### src/sv/tekd_pkg.sv
// types and constants for the terminal escape key decoder
// no dependencies; imported by tekd_decode and terminal_escape_key_decoder
`default_nettype none

package tekd_pkg;

  typedef enum logic [3:0] {
    PH_IDLE = 4'd0,
    PH_ESC  = 4'd1,
    PH_SS3  = 4'd2,
    PH_CSI  = 4'd3,
    PH_CSI1 = 4'd4,
    PH_CSI2 = 4'd5,
    PH_CSI3 = 4'd6,
    PH_PAGE = 4'd7,
    PH_LINF = 4'd8,
    PH_SKIP = 4'd9
  } phase_e;

  localparam logic [7:0] BYTE_BS     = 8'd8;
  localparam logic [7:0] BYTE_ESC    = 8'd27;
  localparam logic [7:0] BYTE_SEMI   = 8'd59;
  localparam logic [7:0] BYTE_SS3    = 8'd79;
  localparam logic [7:0] BYTE_CSI    = 8'd91;
  localparam logic [7:0] BYTE_CARET  = 8'd94;
  localparam logic [7:0] BYTE_TILDE  = 8'd126;

  localparam logic [8:0] CODE_DEL    = 9'd127;
  localparam logic [8:0] CODE_ESC    = 9'd27;
  localparam logic [8:0] CODE_UP     = 9'd152;
  localparam logic [8:0] CODE_PGUP   = 9'd156;
  localparam logic [8:0] CODE_PGDN   = 9'd157;
  localparam logic [8:0] CODE_HOME   = 9'd158;
  localparam logic [8:0] CODE_END    = 9'd159;
  localparam logic [8:0] CODE_INS    = 9'd160;
  localparam logic [8:0] CODE_DELK   = 9'd161;
  localparam logic [8:0] CODE_CTRL   = 9'd256;

  typedef struct packed {
    phase_e     phase;
    logic [8:0] pending;
    logic [1:0] skip;
  } dec_state_t;

  typedef struct packed {
    logic       emit;
    logic [8:0] code;
    logic       stop;
  } dec_result_t;

endpackage

`default_nettype wire

### src/sv/tekd_decode.sv
// next-state and key code decode for one received byte
// depends on tekd_pkg
`default_nettype none

module tekd_decode import tekd_pkg::*; (
  input  dec_state_t  state_i,
  input  logic [7:0]  key_byte_i,
  input  logic        timeout_i,
  input  logic        xterm_i,
  output dec_state_t  state_o,
  output dec_result_t result_o
);

  logic [8:0] b9;
  logic [8:0] c1;

  assign b9 = {1'b0, key_byte_i};
  assign c1 = b9 + 9'd79;

  always_comb begin
    state_o  = state_i;
    result_o = '{emit: 1'b0, code: 9'd0, stop: 1'b0};

    if (timeout_i) begin
      if (state_i.phase == PH_ESC) begin
        state_o.phase = PH_IDLE;
        result_o      = '{emit: 1'b1, code: CODE_ESC, stop: 1'b1};
      end
    end else begin
      case (state_i.phase)
        PH_ESC: begin
          if (key_byte_i == BYTE_CSI) begin
            state_o.phase = PH_CSI;
          end else if (key_byte_i == BYTE_SS3) begin
            state_o.phase = PH_SS3;
          end else begin
            state_o.phase = PH_IDLE;
            result_o.emit = 1'b1;
            if ((key_byte_i >= 8'd32 && key_byte_i <= 8'd57) ||
                (key_byte_i >= 8'd97 && key_byte_i <= 8'd122)) begin
              result_o.code = b9 + 9'd128;
            end else if ((key_byte_i >= 8'd65 && key_byte_i <= 8'd78) ||
                         (key_byte_i >= 8'd80 && key_byte_i <= 8'd90)) begin
              result_o.code = b9 + 9'd160;
            end else begin
              result_o.code = CODE_ESC;
              result_o.stop = 1'b1;
            end
          end
        end
        PH_SS3: begin
          state_o.phase = PH_IDLE;
          result_o.emit = 1'b1;
          result_o.code = (key_byte_i >= 8'd80 && key_byte_i <= 8'd84) ? b9 + 9'd49 : b9;
        end
        PH_CSI: begin
          case (key_byte_i)
            8'd49: state_o.phase = PH_CSI1;
            8'd50: state_o.phase = PH_CSI2;
            8'd51: state_o.phase = PH_CSI3;
            8'd52: begin
              state_o.phase   = PH_SKIP;
              state_o.pending = CODE_END;
              state_o.skip    = 2'd1;
            end
            8'd53: begin
              state_o.phase   = PH_PAGE;
              state_o.pending = CODE_PGUP;
            end
            8'd54: begin
              state_o.phase   = PH_PAGE;
              state_o.pending = CODE_PGDN;
            end
            8'd65, 8'd66, 8'd67, 8'd68: begin
              state_o.phase = PH_IDLE;
              result_o.emit = 1'b1;
              result_o.code = CODE_UP + (b9 - 9'd65);
            end
            BYTE_CSI: begin
              if (!xterm_i) begin
                state_o.phase = PH_LINF;
              end else begin
                state_o.phase = PH_IDLE;
                result_o.emit = 1'b1;
                result_o.code = b9;
              end
            end
            default: begin
              state_o.phase = PH_IDLE;
              result_o.emit = 1'b1;
              result_o.code = b9;
            end
          endcase
        end
        PH_CSI1: begin
          if (key_byte_i == BYTE_TILDE) begin
            state_o.phase = PH_IDLE;
            result_o.emit = 1'b1;
            result_o.code = CODE_HOME;
          end else begin
            state_o.phase   = PH_SKIP;
            state_o.pending = (xterm_i && c1 <= 9'd132) ? c1 + 9'd1 : c1;
            state_o.skip    = 2'd1;
          end
        end
        PH_CSI2: begin
          if (key_byte_i == BYTE_TILDE) begin
            state_o.phase = PH_IDLE;
            result_o.emit = 1'b1;
            result_o.code = CODE_INS;
          end else begin
            state_o.phase   = PH_SKIP;
            state_o.pending = b9 + 9'd89;
            state_o.skip    = 2'd1;
          end
        end
        PH_CSI3: begin
          if (key_byte_i == BYTE_TILDE) begin
            state_o.phase = PH_IDLE;
            result_o.emit = 1'b1;
            result_o.code = CODE_DELK;
          end else begin
            state_o.phase   = PH_SKIP;
            state_o.pending = b9 + 9'd98;
            state_o.skip    = 2'd1;
          end
        end
        PH_PAGE: begin
          if (xterm_i && key_byte_i == BYTE_SEMI) begin
            state_o.phase   = PH_SKIP;
            state_o.pending = state_i.pending + CODE_CTRL;
            state_o.skip    = 2'd2;
          end else begin
            state_o.phase = PH_IDLE;
            result_o.emit = 1'b1;
            result_o.code = (!xterm_i && key_byte_i == BYTE_CARET) ?
                            state_i.pending + CODE_CTRL : state_i.pending;
          end
        end
        PH_LINF: begin
          state_o.phase = PH_IDLE;
          result_o.emit = 1'b1;
          result_o.code = (key_byte_i >= 8'd65 && key_byte_i <= 8'd69) ? b9 + 9'd64 : b9;
        end
        PH_SKIP: begin
          if (state_i.skip > 2'd1) begin
            state_o.skip = state_i.skip - 2'd1;
          end else begin
            state_o.skip  = 2'd0;
            state_o.phase = PH_IDLE;
            result_o.emit = 1'b1;
            result_o.code = state_i.pending;
          end
        end
        default: begin
          if (key_byte_i == BYTE_ESC) begin
            state_o.phase = PH_ESC;
          end else begin
            state_o.phase = PH_IDLE;
            result_o.emit = 1'b1;
            result_o.code = (key_byte_i == BYTE_BS) ? CODE_DEL : b9;
          end
        end
      endcase
    end
  end

endmodule

`default_nettype wire

### src/sv/terminal_escape_key_decoder.sv
// terminal escape key decoder top level: decode state, mode register, result register
// depends on tekd_pkg and tekd_decode
// output: a key code is registered and appears in the cycle after the transfer of the byte that ends its sequence
// throughput: one byte per cycle; input stalls only while a held result is stalled
// reset: idle phase, pending code and skip count zero, linux console mode, no result held
`default_nettype none

module terminal_escape_key_decoder import tekd_pkg::*; (
  input  logic       clk_i,
  input  logic       rst_ni,
  input  logic       cfg_we_i,
  input  logic       cfg_wdata_i,
  input  logic       in_valid_i,
  output logic       in_stall_o,
  input  logic [7:0] key_byte_i,
  input  logic       timeout_i,
  output logic       out_valid_o,
  input  logic       out_stall_i,
  output logic [8:0] key_code_o,
  output logic       stop_tx_o
);

  logic        xterm_q;
  dec_state_t  state_q;
  dec_state_t  state_d;
  dec_result_t res_d;
  logic        out_valid_q;
  logic [8:0]  code_q;
  logic        stop_q;
  logic        in_xfer;
  logic        out_xfer;

  assign in_stall_o = out_valid_q & out_stall_i;
  assign in_xfer    = in_valid_i & ~in_stall_o;
  assign out_xfer   = out_valid_q & ~out_stall_i;

  tekd_decode u_decode (
    .state_i    (state_q),
    .key_byte_i (key_byte_i),
    .timeout_i  (timeout_i),
    .xterm_i    (xterm_q),
    .state_o    (state_d),
    .result_o   (res_d)
  );

  always_ff @(posedge clk_i or negedge rst_ni) begin
    if (!rst_ni) begin
      xterm_q     <= 1'b0;
      state_q     <= '{phase: PH_IDLE, pending: 9'd0, skip: 2'd0};
      out_valid_q <= 1'b0;
    end else begin
      if (cfg_we_i) begin
        xterm_q <= cfg_wdata_i;
      end
      if (in_xfer) begin
        state_q     <= state_d;
        out_valid_q <= res_d.emit;
      end else if (out_xfer) begin
        out_valid_q <= 1'b0;
      end
    end
  end

  always_ff @(posedge clk_i) begin
    if (in_xfer && res_d.emit) begin
      code_q <= res_d.code;
      stop_q <= res_d.stop;
    end
  end

  assign out_valid_o = out_valid_q;
  assign key_code_o  = code_q;
  assign stop_tx_o   = stop_q;

endmodule

`default_nettype wire
### config.mk
export PLATFORM = sky130hd
export DESIGN_NAME = terminal_escape_key_decoder
export DESIGN_NICKNAME = d
export VERILOG_FILES = /design/src/sv/tekd_pkg.sv /design/src/sv/tekd_decode.sv /design/src/sv/terminal_escape_key_decoder.sv
export SDC_FILE = /design/constraint.sdc
export NUM_CORES = 1
export LEC_CHECK = 0
export BUFFER_PORTS_ARGS = -buffer_cell sky130_fd_sc_hd__buf_2
export CAP_MARGIN = 30
export CORE_MARGIN = 3
export CORE_UTILIZATION = 45
export CTS_CLUSTER_DIAMETER = 200
export DETAILED_ROUTE_END_ITERATION = 8
export PLACE_DENSITY_LB_ADDON = 0.25
export SLEW_MARGIN = 20
export SYNTH_ARGS = -nofsm -noshare
export SYNTH_HDL_FRONTEND = slang
export SYNTH_HIERARCHICAL = 1
export SYNTH_SLANG_ARGS = --single-unit
### constraint.sdc
create_clock -name clk_i -period 3.5 [get_ports clk_i]
set_clock_uncertainty 0.1 [all_clocks]
set_input_delay 0.35 -clock clk_i [delete_from_list [all_inputs] [get_ports clk_i]]
set_output_delay 0.35 -clock clk_i [all_outputs]
set_load 0.02 [all_outputs]
==> impl_metrics.prom, run 1 <==
# TYPE chip_impl_metric gauge
chip_impl_metric{name="slew-limit-headroom",unit="%"} 50.7
chip_impl_metric{name="synth.cell_area",unit="sq um"} 3850
chip_impl_metric{name="synth_top_cell_area_share",unit="%"} 11.1
chip_impl_metric{name="floorplan.initialDensity",unit="%"} 46.6
chip_impl_metric{name="cts.sink_count",unit=""} 27
chip_impl_metric{name="antenna_left",unit=""} 0
chip_impl_metric{name="synth_cell_type_count",unit=""} 87
chip_impl_metric{name="p_int",unit="mW"} 0.888
chip_impl_metric{name="timing_max_transition_violations_final",unit=""} 0
chip_impl_metric{name="critPathRequiredTime",unit="ns"} 3.58
chip_impl_metric{name="fmaxAchievable",unit="GHz"} 0.321
chip_impl_metric{name="total_negative_slack",unit="ns"} 0
chip_impl_metric{name="cts_setup_buffers",unit=""} 0
chip_impl_metric{name="overflow",unit=""} 0
chip_impl_metric{name="clkLatencyLatePin",unit="ns"} 0.28
chip_impl_metric{name="total_leakage_power",unit="nW"} 1.76
chip_impl_metric{name="yosysSeqAreaShare",unit="%"} 18.9
chip_impl_info{name="tritoncts",value="done"} 1
chip_impl_metric{name="total_of_flip_flops_plus_latches_after_synthesis",unit=""} 27
chip_impl_info{name="critPathSlowestCell",value="sky130_fd_sc_hd__ha_1"} 1
chip_impl_info{name="synth_commonest_cells",value="sky130_fd_sc_hd__nor2_1, sky130_fd_sc_hd__nand2_1, sky130_fd_sc_hd__o21ai_0"} 1
chip_impl_metric{name="ys_async_sr_fraction",unit="%"} 63.0
chip_impl_metric{name="fp.dieH",unit="um"} 98.5
chip_impl_metric{name="design.final.nets",unit=""} 578
chip_impl_metric{name="drt_first_iter_violations",unit=""} 426
chip_impl_metric{name="core_area",unit="sq um"} 8260
chip_impl_metric{name="grt_max_degree",unit=""} 24
chip_impl_metric{name="finalWorstPathRequiredPeriod",unit="ns"} 3.12
chip_impl_metric{name="antenna_found_initial",unit=""} 0
chip_impl_info{name="rsz0062_at_grt",value="false"} 1
chip_impl_metric{name="areaGrowthSynthToFinish",unit="%"} 12.9
chip_impl_info{name="synthDominantAreaCellType",value="sky130_fd_sc_hd__dfrtp_1"} 1
chip_impl_metric{name="post_route_cells_drive_above_1_share",unit="%"} 20.4
chip_impl_metric{name="total_switching_power",unit="mW"} 0.786
chip_impl_metric{name="floorplan.rows",unit=""} 33
chip_impl_metric{name="die_x",unit="um"} 98.5
chip_impl_metric{name="period_share",unit="%"} 89.0
chip_impl_metric{name="routed_wirelength",unit="um"} 15400
chip_impl_metric{name="globalRouteTotalUtil",unit="%"} 31.3
chip_impl_metric{name="ys_warn_count",unit=""} 6
chip_impl_metric{name="power.combinational.fraction",unit="%"} 56.6
chip_impl_metric{name="max-cap-violations",unit=""} 0
chip_impl_metric{name="share_seq_of_total_power",unit="%"} 32.0
chip_impl_metric{name="max_stage_delay",unit="ns"} 0.39
chip_impl_metric{name="globalplace.congestion",unit=""} 1.03
chip_impl_info{name="critical_path.startpoint_type",value="primary input"} 1
chip_impl_info{name="synthTopCellsByArea",value="sky130_fd_sc_hd__dfrtp_1, sky130_fd_sc_hd__edfxtp_1, sky130_fd_sc_hd__ha_1"} 1
chip_impl_metric{name="grt_pass1_wl",unit="um"} 23900
chip_impl_metric{name="hold_violations",unit=""} 0
chip_impl_metric{name="power_density",unit="nW/um^2"} 385
chip_impl_info{name="path_class",value="primary input to flop"} 1
chip_impl_metric{name="detailed_place.area",unit="sq um"} 4280
chip_impl_metric{name="clk_pin_slew_worst_paths",unit="ns"} 0.10
chip_impl_metric{name="final_design_area_no_fill",unit="sq um"} 4340
chip_impl_metric{name="vdd_ir_drop_max",unit="mV"} 0.272
chip_impl_metric{name="cells_after_synth",unit=""} 505
chip_impl_info{name="synth.most_common_cell",value="sky130_fd_sc_hd__nor2_1"} 1
chip_impl_info{name="min-delay-path-class",value="primary input to flop"} 1
chip_impl_info{name="synth_ff_type",value="sky130_fd_sc_hd__dfrtp_1"} 1
chip_impl_info{name="worstSetupEndpointType",value="flop"} 1
chip_impl_metric{name="power.switching_fraction",unit="%"} 47.0
chip_impl_metric{name="report.final.setup_viol",unit=""} 0
chip_impl_metric{name="finalPower",unit="mW"} 1.67
chip_impl_metric{name="synth_area_per_cell",unit="sq um"} 7.62
chip_impl_metric{name="worst-endpoint-arrival",unit="ns"} 3.19
chip_impl_info{name="path_cells",value="buf_2, inv_1, ha_1, nor3b_4, xnor2_1, nor4_2, a21oi_2, or3_1, a311oi_1, a21oi_1, mux2_4"} 1
chip_impl_metric{name="detail_route.vias_per_cell",unit=""} 6.75
chip_impl_metric{name="vias_in_the_first_global_route",unit=""} 4099
chip_impl_info{name="cts_root_buffer",value="sky130_fd_sc_hd__clkbuf_8"} 1
chip_impl_metric{name="post-dp-hpwl",unit="um"} 12000
chip_impl_metric{name="timing_worst_slew_pin_value",unit="ns"} 0.738
chip_impl_metric{name="synth.net_count",unit=""} 539
chip_impl_metric{name="routed_wire_length_per_instance",unit="um"} 23.8
chip_impl_metric{name="h-tree-depth",unit=""} 1
chip_impl_metric{name="io_buffer_count",unit=""} 26
chip_impl_metric{name="number_of_synthesized_flops_with_an_enable_pin",unit=""} 10
chip_impl_metric{name="boundaryPins",unit=""} 27
chip_impl_metric{name="cts_max_path_buffers",unit=""} 2
chip_impl_metric{name="drc",unit=""} 0
chip_impl_metric{name="worstPathMaxFanout",unit=""} 11
chip_impl_info{name="outcome",value="finished clean"} 1
chip_impl_metric{name="total_clock_buffers_created_by_cts",unit=""} 3
chip_impl_metric{name="clock_power_share",unit="%"} 11.5
chip_impl_metric{name="fp.dieArea",unit="sq um"} 9690
chip_impl_metric{name="drtPass1Iterations",unit=""} 5
chip_impl_metric{name="dr_total_vias",unit=""} 4373
chip_impl_metric{name="antenna_cells",unit=""} 0
-- power groups by stage --
| stage | clock network [mW] | logic, mW | registers [mW] |
|---|---|---|---|
| 5_1_grt | 0.220 | 1.02 | 0.541 |
| 3_5_place_dp | 0 | 0.922 | 0.536 |
| 6_report | 0.192 | 0.947 | 0.535 |
| 3_3_place_gp | 0 | 0.919 | 0.536 |
| 4_1_cts | 0.199 | 0.925 | 0.529 |
| 2_1_floorplan | 0 | 0.594 | 0.498 |
-- area by class of cell --
class | count | area, sq um
timing repair buffer | 73 | 498
clock buffer | 3 | 41.3
clock inverter | 1 | 7.51
fill | 843 | 3920
multi-input combinational | 422 | 2870
inverter | 17 | 63.8
tap | 105 | 131
sequential | 27 | 726
-- sequential cells by signal, summed over array words and instances, names as in the netlist --
| register | count |
|---|---|
| state_q | 15 |
| xterm_q | 1 |
| out_valid_o | 1 |
| key_code_o | 9 |
| stop_tx_o | 1 |
-- worst max-delay path, delay by kind of cell --
family | cells | cell delay (ns)
AO/OA/AOI/OAI | 3 | 0.51
XOR/XNOR | 1 | 0.22
adder cells (fa/ha/maj) | 1 | 0.39
buffers and inverters | 2 | 0.40
multiplexers | 1 | 0.26
AND/OR/NAND/NOR | 3 | 1.04
-- cell families (layout without fill, tap and decap cells) --
| family | Yosys count | after routing | share of synthesized area (%) |
|---|---|---|---|
| AOI/OAI and AO/OA | 179 | 179 | 31.8 |
| xor gates and xnor gates | 17 | 17 | 4.07 |
| adders and majority gates | 20 | 20 | 6.44 |
| buffers and inverters | 56 | 94 | 6.41 |
| DFF | 27 | 27 | 18.9 |
| muxes | 19 | 19 | 6.47 |
| and+or+nand+nor | 187 | 187 | 26.0 |
-- metal layers --
layer / share of wire, % / up-vias / global-route usage, % / wire (um)
met5: 0 / - / 0 / 0
met4: 3.0 / 0 / 8.93 / 464
met3: 9.0 / 32 / 4.74 / 1390
met2: 47 / 257 / 52.3 / 7180
met1: 41 / 2110 / 42.2 / 6390
li1: - / 1974 / - / -
-- final timing paths --
path	start	end	slack (ns)	cells past startpoint
max	key_byte_i[1]	state_q[2]	0.38	11
min	cfg_wdata_i	xterm_q	0.19	2
max reg2reg	state_q[12]	state_q[7]	0.57	8
min reg2reg	state_q[8]	state_q[8]	0.48	1
max in group asynchronous	rst_ni	state_q[2]	2.54	2
min in group asynchronous	rst_ni	state_q[10]	0.44	2
-- cells in the final DEF (no fill, tap or decap), drive strengths merged, types with 8 or more instances in the layout --
| cell type | netlist | layout |
|---|---|---|
| edfxtp | 10 | 10 |
| xnor2 | 13 | 13 |
| nor2 | 44 | 44 |
| nor3 | 20 | 20 |
| o21ai | 44 | 44 |
| a221oi | 8 | 8 |
| nand2 | 43 | 43 |
| a31oi | 16 | 16 |
| buf | 18 | 72 |
| inv | 16 | 16 |
| ha | 19 | 19 |
| dfrtp | 17 | 17 |
| mux2 | 17 | 17 |
| nand3 | 11 | 11 |
| or3 | 8 | 8 |
| a21oi | 33 | 33 |
-- per-stage QoR --
stage | utilization, % | hold slack (ns) | worst slack (ns) | instances
after floorplan | - | -0.0456 | 0.259 | 505
after global placement | 51.9 | 0.214 | 0.332 | 643
after CTS | 52.6 | 0.194 | 0.447 | 648
after detailed placement | 51.9 | 0.217 | 0.151 | 643
after global routing | 52.6 | 0.193 | 0.229 | 648
final | 52.6 | 0.193 | 0.384 | 648
-- timing repair --
| action | 4_1_cts | 5_1_grt |
|---|---|---|
| hold endpoints to repair | 17 | 0 |
| resized for setup | 0 | 0 |
| hold buffers | 1 | 0 |
Power figures use the tool's default switching activity.
==> run 2, diff against run 1 <==
Settings changed: ABC_AREA from default to 1, CTS_BUF_LIST from default to sky130_fd_sc_hd__clkbuf_8 sky130_fd_sc_hd__clkbuf_16.
==> run 2 against run 1 <==
Clock power fell by 11%; final cell count increased by 35%; clock-buffer cell count is the same; synthesized area rose by 12%; synthesized cell count grew 43%; worst setup slack better by 0.22 ns; non-clock buffer count decreased by 35; first-iteration DRC count is 37% higher; sequential power rose by 6.0%.
==> impl_metrics.prom, run 2 <==
# TYPE chip_impl_metric gauge
chip_impl_metric{name="synth_top_cell_area_share",unit="%"} 19.7
chip_impl_metric{name="drt_first_iter_violations",unit=""} 585
chip_impl_metric{name="critical_path_buf_inv_count",unit=""} 5
chip_impl_metric{name="post-dp-hpwl",unit="um"} 13600
chip_impl_info{name="worstSetupEndpointType",value="flop"} 1
chip_impl_info{name="critical_path.startpoint_type",value="primary input"} 1
chip_impl_info{name="layout.cells.most_common",value="sky130_fd_sc_hd__nand2_1"} 1
chip_impl_metric{name="antenna_cells",unit=""} 0
chip_impl_metric{name="total_clock_buffers_created_by_cts",unit=""} 3
chip_impl_metric{name="fmaxAchievable",unit="GHz"} 0.345
chip_impl_metric{name="share_of_the_core_filled_with_cells_in_the_final_layout",unit="%"} 49.6
chip_impl_metric{name="routed_wire_length_per_instance",unit="um"} 19.5
chip_impl_info{name="synth.most_common_cell",value="sky130_fd_sc_hd__nand2_1"} 1
chip_impl_metric{name="post-place-cells",unit=""} 867
chip_impl_metric{name="clkLatencyLatePin",unit="ns"} 0.27
chip_impl_metric{name="filler_cell_count",unit=""} 1061
chip_impl_metric{name="h-tree-depth",unit=""} 1
chip_impl_info{name="cts_root_buffer",value="sky130_fd_sc_hd__clkbuf_8"} 1
chip_impl_metric{name="period_share",unit="%"} 82.8
chip_impl_metric{name="power_density",unit="nW/um^2"} 332
chip_impl_metric{name="floorplan.initialDensity",unit="%"} 46.4
chip_impl_metric{name="total_of_flip_flops_plus_latches_after_synthesis",unit=""} 27
chip_impl_metric{name="worst-endpoint-arrival",unit="ns"} 2.83
chip_impl_metric{name="antenna_found_initial",unit=""} 0
chip_impl_metric{name="grt_pass1_wl",unit="um"} 26600
chip_impl_metric{name="synth_area_per_cell",unit="sq um"} 5.96
chip_impl_metric{name="wirelength_met1",unit="um"} 7280
chip_impl_metric{name="p_int",unit="mW"} 0.765
chip_impl_info{name="synthDominantAreaCellType",value="sky130_fd_sc_hd__nand2_1"} 1
chip_impl_metric{name="cts_setup_buffers",unit=""} 0
chip_impl_info{name="highest-signal-layer",value="met4"} 1
chip_impl_metric{name="synth.net_count",unit=""} 756
chip_impl_metric{name="ys_warn_count",unit=""} 6
chip_impl_metric{name="design.final.nets",unit=""} 778
chip_impl_metric{name="worstPathMaxFanout",unit=""} 13
chip_impl_metric{name="max_stage_delay",unit="ns"} 0.33
chip_impl_metric{name="fp.dieArea",unit="sq um"} 10800
chip_impl_metric{name="multi_input_comb_area",unit="sq um"} 3130
chip_impl_info{name="path_class",value="primary input to flop"} 1
chip_impl_metric{name="globalplace.congestion",unit=""} 0.973
chip_impl_info{name="layout.cells.most_common_list",value="sky130_fd_sc_hd__nand2_1, sky130_fd_sc_hd__nand3_1, sky130_fd_sc_hd__nor2_1, sky130_fd_sc_hd__inv_1, sky130_fd_sc_hd__a21oi_1"} 1
chip_impl_metric{name="cells_after_synth",unit=""} 722
chip_impl_metric{name="cts.sink_count",unit=""} 27
chip_impl_info{name="path_cells",value="buf_2, inv_1, ha_1, inv_1, nor2_2, nand3_1, nand2_2, nand2_2, nor4_1, nand2_1, nand2_1, nand3_1, inv_1, nor2_1, buf_4"} 1
chip_impl_metric{name="synth_cell_type_count",unit=""} 53
chip_impl_metric{name="ctsHoldBuffers",unit=""} 1
chip_impl_metric{name="grt_max_degree",unit=""} 20
chip_impl_info{name="outcome",value="finished clean"} 1
chip_impl_metric{name="report.final.setup_viol",unit=""} 0
chip_impl_metric{name="post_route_cells_drive_above_1_share",unit="%"} 16.3
chip_impl_metric{name="total_leakage_power",unit="nW"} 2.30
chip_impl_metric{name="overflow",unit=""} 0
chip_impl_info{name="tritoncts",value="done"} 1
chip_impl_info{name="critPathSlowestCell",value="sky130_fd_sc_hd__inv_1"} 1
chip_impl_metric{name="io_buffer_count",unit=""} 26
chip_impl_metric{name="power.switching_fraction",unit="%"} 50.0
chip_impl_info{name="max_flop_register",value="state_q"} 1
chip_impl_metric{name="share_seq_of_total_power",unit="%"} 37.1
chip_impl_metric{name="critPathRequiredTime",unit="ns"} 3.43
chip_impl_metric{name="floorplan.rows",unit=""} 35
chip_impl_metric{name="fp.dieH",unit="um"} 104
chip_impl_metric{name="dr_total_vias",unit=""} 5134
chip_impl_metric{name="vias_in_the_first_global_route",unit=""} 4775
chip_impl_metric{name="detailroute.wirelength.met2",unit="um"} 7770
chip_impl_metric{name="hold_violations",unit=""} 0
chip_impl_metric{name="die_x",unit="um"} 104
chip_impl_metric{name="number_of_non_filler_instances_in_the_completed_layout",unit=""} 872
chip_impl_metric{name="power.combinational.fraction",unit="%"} 51.7
chip_impl_info{name="crit_top_cell",value="sky130_fd_sc_hd__inv_1"} 1
chip_impl_metric{name="synth.cell_area",unit="sq um"} 4310
chip_impl_metric{name="areaGrowthSynthToFinish",unit="%"} 6.94
chip_impl_metric{name="globalRouteTotalUtil",unit="%"} 30.8
chip_impl_metric{name="total_switching_power",unit="mW"} 0.765
chip_impl_metric{name="slew-limit-headroom",unit="%"} 60.5
chip_impl_metric{name="total_negative_slack",unit="ns"} 0
chip_impl_metric{name="core_area",unit="sq um"} 9280
chip_impl_metric{name="clk_pin_slew_worst_paths",unit="ns"} 0.09
chip_impl_info{name="synthTopCellsByArea",value="sky130_fd_sc_hd__nand2_1, sky130_fd_sc_hd__dfrtp_1, sky130_fd_sc_hd__nand3_1"} 1
chip_impl_metric{name="yosysSeqAreaShare",unit="%"} 16.9
chip_impl_metric{name="timing_worst_slew_pin_value",unit="ns"} 0.587
chip_impl_metric{name="number_of_synthesized_flops_with_an_enable_pin",unit=""} 10
chip_impl_info{name="min-delay-path-class",value="primary input to flop"} 1
chip_impl_metric{name="clock_power_share",unit="%"} 11.2
chip_impl_metric{name="dr_wl_met3",unit="um"} 1530
chip_impl_metric{name="ys_async_sr_fraction",unit="%"} 63.0
chip_impl_info{name="rsz0062_at_grt",value="false"} 1
chip_impl_metric{name="drc",unit=""} 0
chip_impl_metric{name="detail_route.vias_per_cell",unit=""} 5.89
chip_impl_metric{name="max-cap-violations",unit=""} 0
chip_impl_metric{name="r2r_setup_slack",unit="ns"} 0.99
chip_impl_metric{name="timing_max_transition_violations_final",unit=""} 0
chip_impl_metric{name="resized_cells_post_cts",unit=""} 0
chip_impl_metric{name="largest_register_ffs",unit=""} 15
chip_impl_metric{name="antenna_left",unit=""} 0
chip_impl_metric{name="boundaryPins",unit=""} 27
chip_impl_metric{name="cts_max_path_buffers",unit=""} 2
chip_impl_metric{name="vdd_ir_drop_max",unit="mV"} 0.301
chip_impl_info{name="synth_ff_type",value="sky130_fd_sc_hd__dfrtp_1"} 1
chip_impl_metric{name="drtPass1Iterations",unit=""} 5
chip_impl_metric{name="routed_wirelength",unit="um"} 17000
chip_impl_info{name="critical-path-top-delay-family",value="simple AND/OR/NAND/NOR gates"} 1
chip_impl_metric{name="finalWorstPathRequiredPeriod",unit="ns"} 2.90
chip_impl_info{name="synth_commonest_cells",value="sky130_fd_sc_hd__nand2_1, sky130_fd_sc_hd__nand3_1, sky130_fd_sc_hd__nor2_1"} 1
chip_impl_metric{name="final-seq-area",unit="sq um"} 726
run 2: changes by cell type after synthesis, sizes merged, moves of 7 or more:
| cell | previous run | this run |
|---|---|---|
| nand3 | 11 | 94 |
| xnor2 | 13 | 0 |
| a221oi | 8 | 1 |
| and2 | 7 | 0 |
| nor2 | 44 | 85 |
| nand4 | 3 | 14 |
| inv | 16 | 82 |
| nand2 | 43 | 250 |
| mux2 | 17 | 0 |
| clkbuf | 21 | 3 |
| a31oi | 16 | 3 |
| nor3 | 20 | 4 |
| or3 | 8 | 0 |
run 2: worst paths after layout:
check,startpoint,endpoint,cells after the start
setup / recovery,key_byte_i[7],key_code_o[1],15
hold / removal,cfg_we_i,xterm_q,2
setup reg to reg,state_q[14],key_code_o[1],13
hold reg to reg,state_q[1],state_q[1],2
max in group asynchronous,rst_ni,state_q[13],2
min in group asynchronous,rst_ni,state_q[10],2
run 2: cell type report:
cell class	instances	area share (%)
clock buffer	3	0.896
clock inverter	1	0.109
inverter	83	6.87
multi-input combinational	591	68.0
sequential	27	15.8
tap	129	3.50
timing repair buffer	38	4.84
run 2: power by group through the flow:
stage	sequential, mW	combinational [mW]	clock, mW
finish	0.567	0.791	0.171
global placement	0.570	0.775	0
detailed placement	0.571	0.776	0
global route	0.583	0.875	0.195
floorplan	0.570	0.521	0
CTS	0.566	0.779	0.177
run 2: routing by layer:
layer  up-vias  global-route usage (%)
li1       2432                       -
met1      2391                    43.8
met2       277                    49.5
met3        34                    3.55
met4         0                    8.17
met5         -                       0
run 2: cell families after synthesis:
kind of cell    Yosys count  synth area share (%)
simple gates            454                  50.0
compound gates          112                  16.0
buf+inv                 104                  10.4
flops                    27                  16.9
fa+ha+maj                19                  5.52
xor+xnor                  6                  1.22
run 2: through the flow:
step	hold WS (ns)	total power, mW	area, sq um	worst slack, ns
finish	0.173	1.53	4610	0.602
global route	0.189	1.65	4610	0.377
CTS	0.170	1.52	4610	0.641
detailed placement	0.187	1.35	4550	0.363
global placement	0.183	1.34	4550	0.452
floorplan	-0.0456	1.09	4310	0.573
==> run 3, diff against run 2 <==
Clock period 3.5 ns to 2.36 ns, I/O delays scaled along.
==> run 3 against run 2 <==
Clock power rose by 46%; critical endpoint is now key_code_o[4]; sequential power is 49% higher; sequential cell count did not move.
==> impl_metrics.prom, run 3 (synthesis results as in run 2) <==
# TYPE chip_impl_metric gauge
chip_impl_info{name="outcome",value="finished clean"} 1
chip_impl_metric{name="post-dp-hpwl",unit="um"} 14200
chip_impl_metric{name="layout_setup_ws",unit="ns"} 0.105
chip_impl_metric{name="power.switching_fraction",unit="%"} 47.5
chip_impl_metric{name="routed_wirelength",unit="um"} 17400
chip_impl_metric{name="floorplan.initialDensity",unit="%"} 46.4
chip_impl_metric{name="preCtsSetupSlack",unit="ns"} -0.114
chip_impl_metric{name="vias_in_the_first_global_route",unit=""} 5114
chip_impl_metric{name="drt_first_iter_violations",unit=""} 448
chip_impl_metric{name="fp.dieH",unit="um"} 104
chip_impl_metric{name="clkLatencyLatePin",unit="ns"} 0.27
chip_impl_metric{name="hold_violations",unit=""} 0
chip_impl_info{name="r2r-start",value="state_q[11]"} 1
chip_impl_metric{name="vdd_ir_drop_max",unit="mV"} 0.443
chip_impl_info{name="worst_r2r_endpoint",value="key_code_o[4]"} 1
chip_impl_metric{name="largest_register_ffs",unit=""} 15
chip_impl_metric{name="drc",unit=""} 0
chip_impl_metric{name="areaGrowthSynthToFinish",unit="%"} 23.0
chip_impl_info{name="min_from",value="cfg_we_i"} 1
chip_impl_metric{name="total_switching_power",unit="mW"} 1.16
chip_impl_metric{name="share_of_the_core_filled_with_cells_in_the_final_layout",unit="%"} 57.1
chip_impl_metric{name="routed_wire_length_per_instance",unit="um"} 18.3
chip_impl_metric{name="power.combinational.fraction",unit="%"} 55.3
chip_impl_metric{name="whs",unit="ns"} 0.0571
chip_impl_metric{name="p_int",unit="mW"} 1.29
chip_impl_metric{name="worst-r2r-cell-count",unit=""} 9
chip_impl_metric{name="critical_path_buf_inv_count",unit=""} 1
chip_impl_metric{name="design.final.nets",unit=""} 858
chip_impl_metric{name="fp.dieArea",unit="sq um"} 10800
chip_impl_metric{name="timing_worst_slew_pin_value",unit="ns"} 0.385
chip_impl_metric{name="total_leakage_power",unit="nW"} 2.70
chip_impl_metric{name="floorplan.rows",unit=""} 35
chip_impl_metric{name="r2r_setup_slack",unit="ns"} 0.11
chip_impl_metric{name="whs_path_depth",unit=""} 2
chip_impl_metric{name="timing_max_transition_violations_final",unit=""} 0
chip_impl_metric{name="boundaryPins",unit=""} 27
chip_impl_info{name="max_flop_register",value="state_q"} 1
chip_impl_metric{name="share_seq_of_total_power",unit="%"} 34.5
chip_impl_metric{name="filler_cell_count",unit=""} 977
chip_impl_info{name="critical_path.startpoint_type",value="flop"} 1
chip_impl_metric{name="report.final.setup_viol",unit=""} 0
chip_impl_info{name="tritoncts",value="done"} 1
chip_impl_metric{name="fmaxAchievable",unit="GHz"} 0.443
chip_impl_metric{name="grt_max_degree",unit=""} 20
chip_impl_info{name="cts_root_buffer",value="sky130_fd_sc_hd__clkbuf_8"} 1
chip_impl_metric{name="clock_power_share",unit="%"} 10.2
chip_impl_metric{name="core_area",unit="sq um"} 9280
chip_impl_info{name="layout.cells.most_common_list",value="sky130_fd_sc_hd__nand2_1, sky130_fd_sc_hd__buf_4, sky130_fd_sc_hd__nand3_1, sky130_fd_sc_hd__nor2_1, sky130_fd_sc_hd__inv_1"} 1
chip_impl_metric{name="total_negative_slack",unit="ns"} 0
chip_impl_metric{name="dr_total_vias",unit=""} 5369
chip_impl_info{name="layout.cells.most_common",value="sky130_fd_sc_hd__nand2_1"} 1
chip_impl_metric{name="max-cap-violations",unit=""} 0
chip_impl_metric{name="worst-endpoint-arrival",unit="ns"} 2.13
chip_impl_info{name="path_cells",value="nand2_4, nor2_1, nor2_1, nand4_1, nor2_2, nand2_1, nand3_1, inv_1, nor2_4"} 1
chip_impl_metric{name="antenna_found_initial",unit=""} 0
chip_impl_metric{name="io_buffer_count",unit=""} 26
chip_impl_metric{name="globalRouteTotalUtil",unit="%"} 32.0
chip_impl_metric{name="multi_input_comb_area",unit="sq um"} 3220
chip_impl_info{name="min-delay-path-class",value="primary input to flop"} 1
chip_impl_metric{name="h-tree-depth",unit=""} 1
chip_impl_metric{name="power_density",unit="nW/um^2"} 463
chip_impl_metric{name="cts.sink_count",unit=""} 27
chip_impl_metric{name="period_share",unit="%"} 95.5
chip_impl_info{name="min_delay_worst_endpoint",value="xterm_q"} 1
chip_impl_info{name="path_class",value="flop to flop"} 1
chip_impl_metric{name="final-seq-area",unit="sq um"} 729
chip_impl_metric{name="die_x",unit="um"} 104
chip_impl_info{name="worstSetupEndpointType",value="flop"} 1
chip_impl_metric{name="grt_pass1_wl",unit="um"} 27800
chip_impl_metric{name="max_stage_delay",unit="ns"} 0.47
chip_impl_metric{name="detail_route.vias_per_cell",unit=""} 5.64
chip_impl_metric{name="detailed_place.area",unit="sq um"} 5190
chip_impl_metric{name="finalWorstPathRequiredPeriod",unit="ns"} 2.25
chip_impl_metric{name="antenna_cells",unit=""} 0
chip_impl_metric{name="slew-limit-headroom",unit="%"} 74.3
chip_impl_metric{name="final_design_area_no_fill",unit="sq um"} 5300
chip_impl_metric{name="antenna_left",unit=""} 0
chip_impl_metric{name="total_clock_buffers_created_by_cts",unit=""} 3
chip_impl_metric{name="clk_pin_slew_worst_paths",unit="ns"} 0.09
chip_impl_info{name="critPathSlowestCell",value="sky130_fd_sc_hd__dfrtp_2"} 1
chip_impl_metric{name="overflow",unit=""} 0
chip_impl_metric{name="critPathRequiredTime",unit="ns"} 2.23
chip_impl_metric{name="cts_max_path_buffers",unit=""} 2
chip_impl_info{name="critical-path-top-delay-family",value="simple AND/OR/NAND/NOR gates"} 1
chip_impl_metric{name="globalplace.congestion",unit=""} 0.996
chip_impl_info{name="crit_top_cell",value="sky130_fd_sc_hd__nor2_1"} 1
chip_impl_metric{name="worstPathMaxFanout",unit=""} 7
chip_impl_metric{name="post_route_cells_drive_above_1_share",unit="%"} 26.5
chip_impl_metric{name="drtPass1Iterations",unit=""} 5
==> run 3: cell types whose count changed in the layout (fill, tap and decap cells not counted), moves of 4 or more <==
cell and delta:
sky130_fd_sc_hd__ha_1 -5, sky130_fd_sc_hd__inv_2 +4, sky130_fd_sc_hd__buf_4 +78, sky130_fd_sc_hd__nor2_4 +5
==> run 3: routing by layer <==
| layer | up-vias | GRT usage, % | part of all wire [%] |
|---|---|---|---|
| met5 | - | 0 | 0 |
| met4 | 0 | 8.26 | 2.4 |
| met3 | 32 | 4.74 | 7.8 |
| met2 | 247 | 51.5 | 46 |
| met1 | 2498 | 44.8 | 44 |
| li1 | 2592 | - | - |
==> run 3: how the worst max path moves through the flow <==
stage / from / end / slack (ns) / cells past startpoint
6_report: state_q[11] / key_code_o[4] / 0.11 / 9
5_1_grt: state_q[11] / stop_tx_o / -0.04 / 9
4_1_cts: state_q[11] / stop_tx_o / 0.08 / 9
3_5_place_dp: key_byte_i[0] / key_code_o[7] / -0.11 / 14
3_3_place_gp: key_byte_i[0] / key_code_o[7] / -0.1 / 14
2_1_floorplan: key_byte_i[0] / key_code_o[0] / 0.004 / 17
==> run 3: metrics by stage <==
stage | power [mW] | cells
floorplan | 1.63 | 722
global route | 2.65 | 952
CTS | 2.40 | 950
detailed placement | 2.14 | 945
global placement | 2.13 | 945
finish | 2.45 | 952
==> run 3: timing repair <==
| item | CTS | global route |
|---|---|---|
| hold endpoints to repair | 17 | 0 |
| gates resized for setup | 0 | 14 |
| buffers inserted | 0 | 1 |
| setup endpoints to repair | 0 | 15 |
| hold buffers | 1 | 0 |
==> run 3: area by class of cell <==
cell class | instances | share of cell area, %
multi-input combinational | 592 | 60.7
tap | 129 | 3.05
clock inverter | 1 | 0.0709
inverter | 83 | 5.98
clock buffer | 3 | 0.779
timing repair buffer | 117 | 15.6
sequential | 27 | 13.8
==> run 3: power groups by stage <==
stage	combinational [mW]	sequential, mW	clock [mW]
finish	1.36	0.846	0.250
floorplan	0.787	0.845	0
detailed placement	1.30	0.844	0
CTS	1.31	0.836	0.262
global route	1.51	0.865	0.277
global placement	1.29	0.848	0
